===== src/rtl/skt_pkg.sv =====
// ----------------------------------------------------------------------------
// Set-1 scancode key tracker package
// Shared request codes, scancode constants and control types.
// ----------------------------------------------------------------------------
`default_nettype none

package skt_pkg;

  // Request kinds carried on the action field
  typedef enum logic [1:0] {
    ActByte  = 2'd0,
    ActPop   = 2'd1,
    ActQuery = 2'd2,
    ActNone  = 2'd3
  } action_e;

  // Scancode constants
  localparam logic [7:0] PrefixByte = 8'hE0;
  localparam int unsigned BreakBitPos = 7;

  // Ring control from the decoder to the code ring
  typedef struct packed {
    logic push;
    logic pop;
  } ring_ctrl_t;

endpackage

`default_nettype wire


===== src/rtl/skt_code_ring.sv =====
// ----------------------------------------------------------------------------
// Code ring
// Wrapping ring of make codes with registered read data. No full check:
// a ring written Depth times without a read reads as empty again.
// ----------------------------------------------------------------------------
`default_nettype none

module skt_code_ring #(
  parameter int unsigned Depth = 32
) (
  input  wire                     clk_i,
  input  wire                     rst_ni,
  input  skt_pkg::ring_ctrl_t     ctrl_i,
  input  wire  [15:0]             push_data_i,
  output logic                    empty_o,
  output logic [15:0]             rd_data_o
);
  import skt_pkg::*;

  localparam int unsigned PtrW = (Depth > 1) ? $clog2(Depth) : 1;
  localparam logic [PtrW-1:0] LastIdx = PtrW'(Depth - 1);

  logic [15:0]     mem_q [Depth];
  logic [PtrW-1:0] rd_ptr_q, rd_ptr_d;
  logic [PtrW-1:0] wr_ptr_q, wr_ptr_d;
  logic [15:0]     rd_data_q;

  // Pointer advance with wrap at Depth
  always_comb begin
    rd_ptr_d = rd_ptr_q;
    wr_ptr_d = wr_ptr_q;
    if (ctrl_i.pop) begin
      rd_ptr_d = (rd_ptr_q == LastIdx) ? '0 : rd_ptr_q + PtrW'(1);
    end
    if (ctrl_i.push) begin
      wr_ptr_d = (wr_ptr_q == LastIdx) ? '0 : wr_ptr_q + PtrW'(1);
    end
  end

  always_ff @(posedge clk_i or negedge rst_ni) begin
    if (!rst_ni) begin
      rd_ptr_q <= '0;
      wr_ptr_q <= '0;
    end else begin
      rd_ptr_q <= rd_ptr_d;
      wr_ptr_q <= wr_ptr_d;
    end
  end

  // Storage: one write port, one registered read port
  always_ff @(posedge clk_i) begin
    if (ctrl_i.push) begin
      mem_q[wr_ptr_q] <= push_data_i;
    end
    if (ctrl_i.pop) begin
      rd_data_q <= mem_q[rd_ptr_q];
    end
  end

  assign empty_o   = (rd_ptr_q == wr_ptr_q);
  assign rd_data_o = rd_data_q;

endmodule

`default_nettype wire


===== src/rtl/scancode_set1_key_tracker.sv =====
// ----------------------------------------------------------------------------
// Set-1 scancode key tracker
// Decodes keyboard set-1 bytes into a key state table and a make-code ring.
// ----------------------------------------------------------------------------
// Usage:
//   Input channel (in_valid_i / in_ready_o) carries one request: a received
//   keyboard byte, a pop of the oldest make code, or a key state query.
//   Output channel (out_valid_o / out_ready_i) returns exactly one result per
//   request: scancode_o / scancode_valid_o for pops, key_pressed_o for
//   queries, all zero otherwise.
//   The result of a request is registered and appears on the output register
//   in the cycle after it is accepted. One request per cycle is sustained
//   while the receiver takes each result; the output register is the only
//   stage, and the ring read data is registered in the ring beside it.
//   When the receiver stalls, the result holds and in_ready_o stays low until
//   the result is taken; a request is accepted in the same cycle the held
//   result leaves.
//   Reset clears the prefix flag, all key states, the ring pointers and the
//   output valid. Ring storage is not cleared; the pointers never reach an
//   entry that was not written.
// ----------------------------------------------------------------------------
`default_nettype none

module scancode_set1_key_tracker #(
  parameter int unsigned FIFO_DEPTH = 32
) (
  input  wire         clk_i,
  input  wire         rst_ni,
  input  wire         in_valid_i,
  output logic        in_ready_o,
  input  wire  [1:0]  action_i,
  input  wire  [7:0]  data_byte_i,
  input  wire  [7:0]  key_index_i,
  output logic        out_valid_o,
  input  wire         out_ready_i,
  output logic [15:0] scancode_o,
  output logic        scancode_valid_o,
  output logic        key_pressed_o
);
  import skt_pkg::*;

  action_e    act;
  logic       in_acc;
  logic       prefix_q, prefix_d;
  logic [255:0] key_table_q;
  logic       key_wr;
  logic       key_val;
  logic [7:0] key_idx;
  logic       is_prefix;
  logic       is_break;
  ring_ctrl_t ring_ctrl;
  logic [15:0] push_data;
  logic       ring_empty;
  logic [15:0] ring_rd_data;
  logic       out_valid_q;
  logic       code_valid_q, code_valid_d;
  logic       pressed_q, pressed_d;

  assign act       = action_e'(action_i);
  assign in_ready_o = !out_valid_q || out_ready_i;
  assign in_acc    = in_valid_i && in_ready_o;

  // Byte decode
  assign is_prefix = (data_byte_i == PrefixByte);
  assign is_break  = data_byte_i[BreakBitPos];
  assign key_idx   = {prefix_q, data_byte_i[6:0]};
  assign push_data = {prefix_q ? PrefixByte : 8'h00, data_byte_i};

  // Request decode
  always_comb begin
    prefix_d       = prefix_q;
    key_wr         = 1'b0;
    key_val        = 1'b0;
    ring_ctrl.push = 1'b0;
    ring_ctrl.pop  = 1'b0;
    code_valid_d   = 1'b0;
    pressed_d      = 1'b0;
    if (in_acc) begin
      unique case (act)
        ActByte: begin
          if (is_prefix) begin
            prefix_d = 1'b1;
          end else begin
            key_wr         = 1'b1;
            key_val        = !is_break;
            ring_ctrl.push = !is_break;
            prefix_d       = 1'b0;
          end
        end
        ActPop: begin
          ring_ctrl.pop = !ring_empty;
          code_valid_d  = !ring_empty;
        end
        ActQuery: begin
          pressed_d = key_table_q[key_index_i];
        end
        ActNone: begin
          prefix_d = prefix_q;
        end
      endcase
    end
  end

  // Prefix flag and key state table
  always_ff @(posedge clk_i or negedge rst_ni) begin
    if (!rst_ni) begin
      prefix_q    <= 1'b0;
      key_table_q <= '0;
    end else begin
      prefix_q <= prefix_d;
      if (key_wr) begin
        key_table_q[key_idx] <= key_val;
      end
    end
  end

  // Make-code ring
  skt_code_ring #(
    .Depth(FIFO_DEPTH)
  ) u_ring (
    .clk_i      (clk_i),
    .rst_ni     (rst_ni),
    .ctrl_i     (ring_ctrl),
    .push_data_i(push_data),
    .empty_o    (ring_empty),
    .rd_data_o  (ring_rd_data)
  );

  // Output register
  always_ff @(posedge clk_i or negedge rst_ni) begin
    if (!rst_ni) begin
      out_valid_q  <= 1'b0;
      code_valid_q <= 1'b0;
      pressed_q    <= 1'b0;
    end else begin
      if (in_acc) begin
        out_valid_q  <= 1'b1;
        code_valid_q <= code_valid_d;
        pressed_q    <= pressed_d;
      end else if (out_ready_i) begin
        out_valid_q <= 1'b0;
      end
    end
  end

  assign out_valid_o      = out_valid_q;
  assign scancode_valid_o = code_valid_q;
  assign scancode_o       = code_valid_q ? ring_rd_data : 16'h0000;
  assign key_pressed_o    = pressed_q;

`ifndef NO_ASSERTIONS
  // Every accepted request produces a result on the next cycle
  a_result_follows: assert property (@(posedge clk_i) disable iff (!rst_ni)
    in_acc |=> out_valid_o)
    else $error("accepted request produced no result");

  // A pop from an empty ring returns nothing
  a_empty_pop: assert property (@(posedge clk_i) disable iff (!rst_ni)
    (in_acc && act == ActPop && ring_empty) |=> (!scancode_valid_o && scancode_o == 16'h0000))
    else $error("pop of empty ring returned a code");

  // Only a query can report a pressed key
  a_pressed_only_query: assert property (@(posedge clk_i) disable iff (!rst_ni)
    (in_acc && act != ActQuery) |=> !key_pressed_o)
    else $error("key_pressed set for a non-query request");

  // Ring never pushed and popped in the same cycle
  a_ring_exclusive: assert property (@(posedge clk_i) disable iff (!rst_ni)
    !(ring_ctrl.push && ring_ctrl.pop))
    else $error("ring push and pop in the same cycle");

  // A break code clears the key it names
  a_break_clears: assert property (@(posedge clk_i) disable iff (!rst_ni)
    (key_wr && !key_val) |=> !key_table_q[$past(key_idx)])
    else $error("break code left key marked pressed");
`endif

endmodule

`default_nettype wire


===== config.mk =====
export PLATFORM = sky130hd
export DESIGN_NAME = scancode_set1_key_tracker
export DESIGN_NICKNAME = d
export VERILOG_FILES = /design/src/rtl/skt_pkg.sv /design/src/rtl/skt_code_ring.sv /design/src/rtl/scancode_set1_key_tracker.sv
export SDC_FILE = /design/constraint.sdc
export NUM_CORES = 1
export LEC_CHECK = 0
export BUFFER_PORTS_ARGS = -buffer_cell sky130_fd_sc_hd__buf_2
export CORE_ASPECT_RATIO = 0.9
export CORE_MARGIN = 2
export CORE_UTILIZATION = 58
export DETAILED_ROUTE_END_ITERATION = 8
export PLACE_DENSITY_LB_ADDON = 0.3
export SLEW_MARGIN = 20
export SYNTH_ARGS = -nofsm -noshare
export SYNTH_HDL_FRONTEND = slang
export SYNTH_HIERARCHICAL = 1
export SYNTH_SLANG_ARGS = --single-unit

===== constraint.sdc =====
create_clock -name clk_i -period 3.9 [get_ports clk_i]
set_input_delay 0.39 -clock clk_i [delete_from_list [all_inputs] [get_ports clk_i]]
set_output_delay 0.39 -clock clk_i [all_outputs]
set_load 0.05 [all_outputs]

==> implementation parameters <==
Parameter                              Value

Die
  Initial cell density of the core    0.588
  Number of core rows    83
  Placeable core area    roughly 57000 sq um
  Count of boundary I/O pins    42
  Vertical extent of the die    233 um
  Die width    258 um
  Die Area    between 50000 and 60000 sq um

Hold path
  Type of the worst min-delay path    input pin to flip-flop

Setup path
  Worst-path maximum fanout    32
  Critical path arrival    about 3.7 ns
  Critical path destination    key_table_q[161]$_DFFE_PN0P_
  CP startpoint kind    flip-flop
  Worst reg2reg startpoint    out_valid_o$_DFFE_PN0P_
  Critical setup path kind    flip-flop to flip-flop
  FF-to-FF setup slack    0.61 ns
  CP endpoint kind    flip-flop
  Launch point of the critical path    out_valid_o$_DFFE_PN0P_
  CP Data Required Time    4.36 ns
  End of the worst register-to-register path    key_table_q[161]$_DFFE_PN0P_
  Worst reg2reg path depth    6

STA
  Setup repair after global routing missed its margin    no
  Highest Clock Rate    between 300 and 400 MHz
  Worst slew pin tran    1.10 ns
  Worst clock skew    0.0288 ns
  Worst Slack Setup Final    0.614 ns
  Number of hold violations in the final report    0
  Relative slew slack    0.266
  Final setup violation count    0
  Worst hold slack    0.0870 ns
  Crit path time final    between 3 and 4 ns
  Fin. max-slew vios    0
  Final worst path period share    0.843

Layout
  Nets    about 2400
  Area added between synthesis and finish    12.1%
  Final design utilization    0.659
  Most common library cell in the layout ignoring fill and taps    sky130_fd_sc_hd__edfxtp_1
  Antenna Diode Count    0
  Share of final-layout standard cells stronger than drive strength 1    0.167
  Count of filler cells inserted in the layout    3860
  Most frequent cells in the layout    sky130_fd_sc_hd__edfxtp_1 (528), sky130_fd_sc_hd__dfrtp_1 (267), sky130_fd_sc_hd__o31ai_1 (255), sky130_fd_sc_hd__conb_1 (160), sky130_fd_sc_hd__o21ai_0 (144)

Logic synthesis
  Synthesized cell area    roughly 34000 sq um
  Fraction of registers with async set or reset after synthesis    0.338
  Fraction of the yosys area taken by sequential cells    0.672
  Post-synthesis register bit count    ~800
  Number of enable flip-flop cells after synthesis    528
  Syn Area/Cell    15.5 sq um
  Number of warning messages in the yosys log    6
  Gate count of the mapped netlist    2174
  Post-synth top flop    sky130_fd_sc_hd__edfxtp_1
  Distinct cell type count of the synthesized netlist    61

Routing
  First drt pass iteration count    6
  Antenna-violating nets left    0
  Number of vias per cell after detailed routing    6.44
  Via count of the routed design    about 20000
  Remaining design rule violation count    0
  WL per Instance    24.9 um
  Initial DRC count    2540
  Sum of routed wire length over all layers    around 79000 um

Global route
  Total overflow reported by the global router    0
  Global-route wire length before repair    roughly 120000 um
  Total Routing Usage GR    0.269
  Number of antenna violations at the first check in global routing    1
  Via count of the first global-routing pass    about 20000
  Pin count of the biggest net entering global routing    255

Power and ir drop
  Worst VDD drop    0.344 mV
  Power Dens Cells    539 nW/um^2
  Overall power    between 20 and 25 mW
  Leak pwr    13.9 nW

Clock tree
  TritonCTS clock tree    built
  Clock edge transition at the registers on the reported setup and hold paths    roughly 0.060 ns
  Post-cts resize count    0
  Clock root buffer master    sky130_fd_sc_hd__clkbuf_16
  Maximum clock insertion buffer count    3
  Insertion delay to the later sink of the worst-skew pair    0.64 ns
  H-tree level count    3
  Clock Sink Count    798
  TritonCTS buffer count    79

Placed design
  Placed wire-length estimate    47200 um
  Count of buffers inserted at the top-level ports    41
  Pre-CTS worst setup slack    0.687 ns
  Routability-driven placement congestion ratio    around 0.85

Flow run
  Max-cap check violation count    0

Run status
  Result of the run    complete, no violations
[critical path, stage by stage, from the launching register on]
cell	delay, ns
sky130_fd_sc_hd__dfrtp_1	0.37
sky130_fd_sc_hd__nand2b_1	0.24
sky130_fd_sc_hd__nand4bb_1	0.43
sky130_fd_sc_hd__nor3_1	0.72
sky130_fd_sc_hd__nand2_1	0.76
sky130_fd_sc_hd__o21ai_0	0.47
sky130_fd_sc_hd__o31ai_1	0.12
[cells by family (layout without fill, tap and decap cells)]
group	count (synthesis)	after routing	share of synthesized area
multiplexers	263	263	0.128
XOR/XNOR	5	5	0.00130
AO/OA/AOI/OAI	702	702	0.135
AND/OR/NAND/NOR	179	179	0.0270
other	1	160	0.000111
adder cells (fa/ha/maj)	7	7	0.00260
buffers and inverters	219	299	0.0338
flip-flops	798	798	0.672
[per-layer routing]
metal	GRT usage	vias to the layer above	part of all wire	wire length (um)
met1	0.384	10400	0.40	31900
met2	0.408	977	0.47	36900
met4	0.0777	0	0.024	1870
li1	-	8927	-	-
met3	0.0742	126	0.11	8420
met5	0	-	0	0
[cells in the mapped netlist (all sizes together), types with 21 or more instances]
| library cell | instances | area (sq um) |
|---|---|---|
| a22oi | 37 | 278 |
| o21ai | 277 | 1390 |
| o22ai | 24 | 150 |
| nor2 | 33 | 124 |
| nand2 | 43 | 161 |
| o221ai | 23 | 201 |
| a21oi | 25 | 125 |
| dfrtp | 270 | 6760 |
| mux2i | 122 | 1220 |
| edfxtp | 528 | 15900 |
| mux4 | 132 | 2990 |
| o31ai | 255 | 1910 |
| nand3 | 21 | 105 |
| buf | 72 | 584 |
| clkbuf | 136 | 510 |
[sequential cells by signal, indices dropped and copies added (netlist names)]
register,cells
u_ring/rd_ptr_q,5
u_ring/rd_data_o,16
u_ring/wr_ptr_q,5
key_pressed_o,1
prefix_q,1
key_table_q,256
scancode_valid_o,1
out_valid_o,1
u_ring/mem_q,512
[repair_timing]
| item | 4_1_cts | 5_1_grt |
|---|---|---|
| buffers inserted | 0 | 0 |
| hold buffers | 1 | 0 |
| endpoints found under the hold margin | 107 | 0 |
[power breakdown]
group	total, mW	switching [mW]	internal [mW]
logic	3.70	2.31	1.38
clock network	7.34	3.14	4.20
registers	9.30	0.133	9.17
total	20.3	5.59	14.7
[worst min path at each step]
stage	start	end	slack, ns	cells after the start
2_1_floorplan	rst_ni	key_pressed_o$_DFFE_PN0P_	0.09	0
3_3_place_gp	key_table_q[224]$_DFFE_PN0P_	key_table_q[224]$_DFFE_PN0P_	0.46	1
3_5_place_dp	key_table_q[96]$_DFFE_PN0P_	key_table_q[96]$_DFFE_PN0P_	0.46	1
4_1_cts	in_valid_i	out_valid_o$_DFFE_PN0P_	0.06	2
5_1_grt	in_valid_i	out_valid_o$_DFFE_PN0P_	0.08	2
6_report	in_valid_i	out_valid_o$_DFFE_PN0P_	0.09	2
[cell type report]
type,count,area (sq um),area share
flip-flops and latches,798,22600,0.600
multi-input cells,1316,10600,0.280
clock buffers,111,2230,0.0592
repair buffers,141,1050,0.0277
well taps,765,957,0.0254
clock inverters,36,253,0.00670
inverters,11,41.3,0.00109
[through the flow]
step                      TNS [ns]  cell area, sq um  instances
after global routing             0             37700       3178
final                            0             37700       3178
after detailed placement         0             35200       3030
after floorplan             -41.62             34300       2333
after CTS                        0             37700       3178
after global placement           0             35200       3030
No activity file was read; power rests on OpenSTA's default activity.
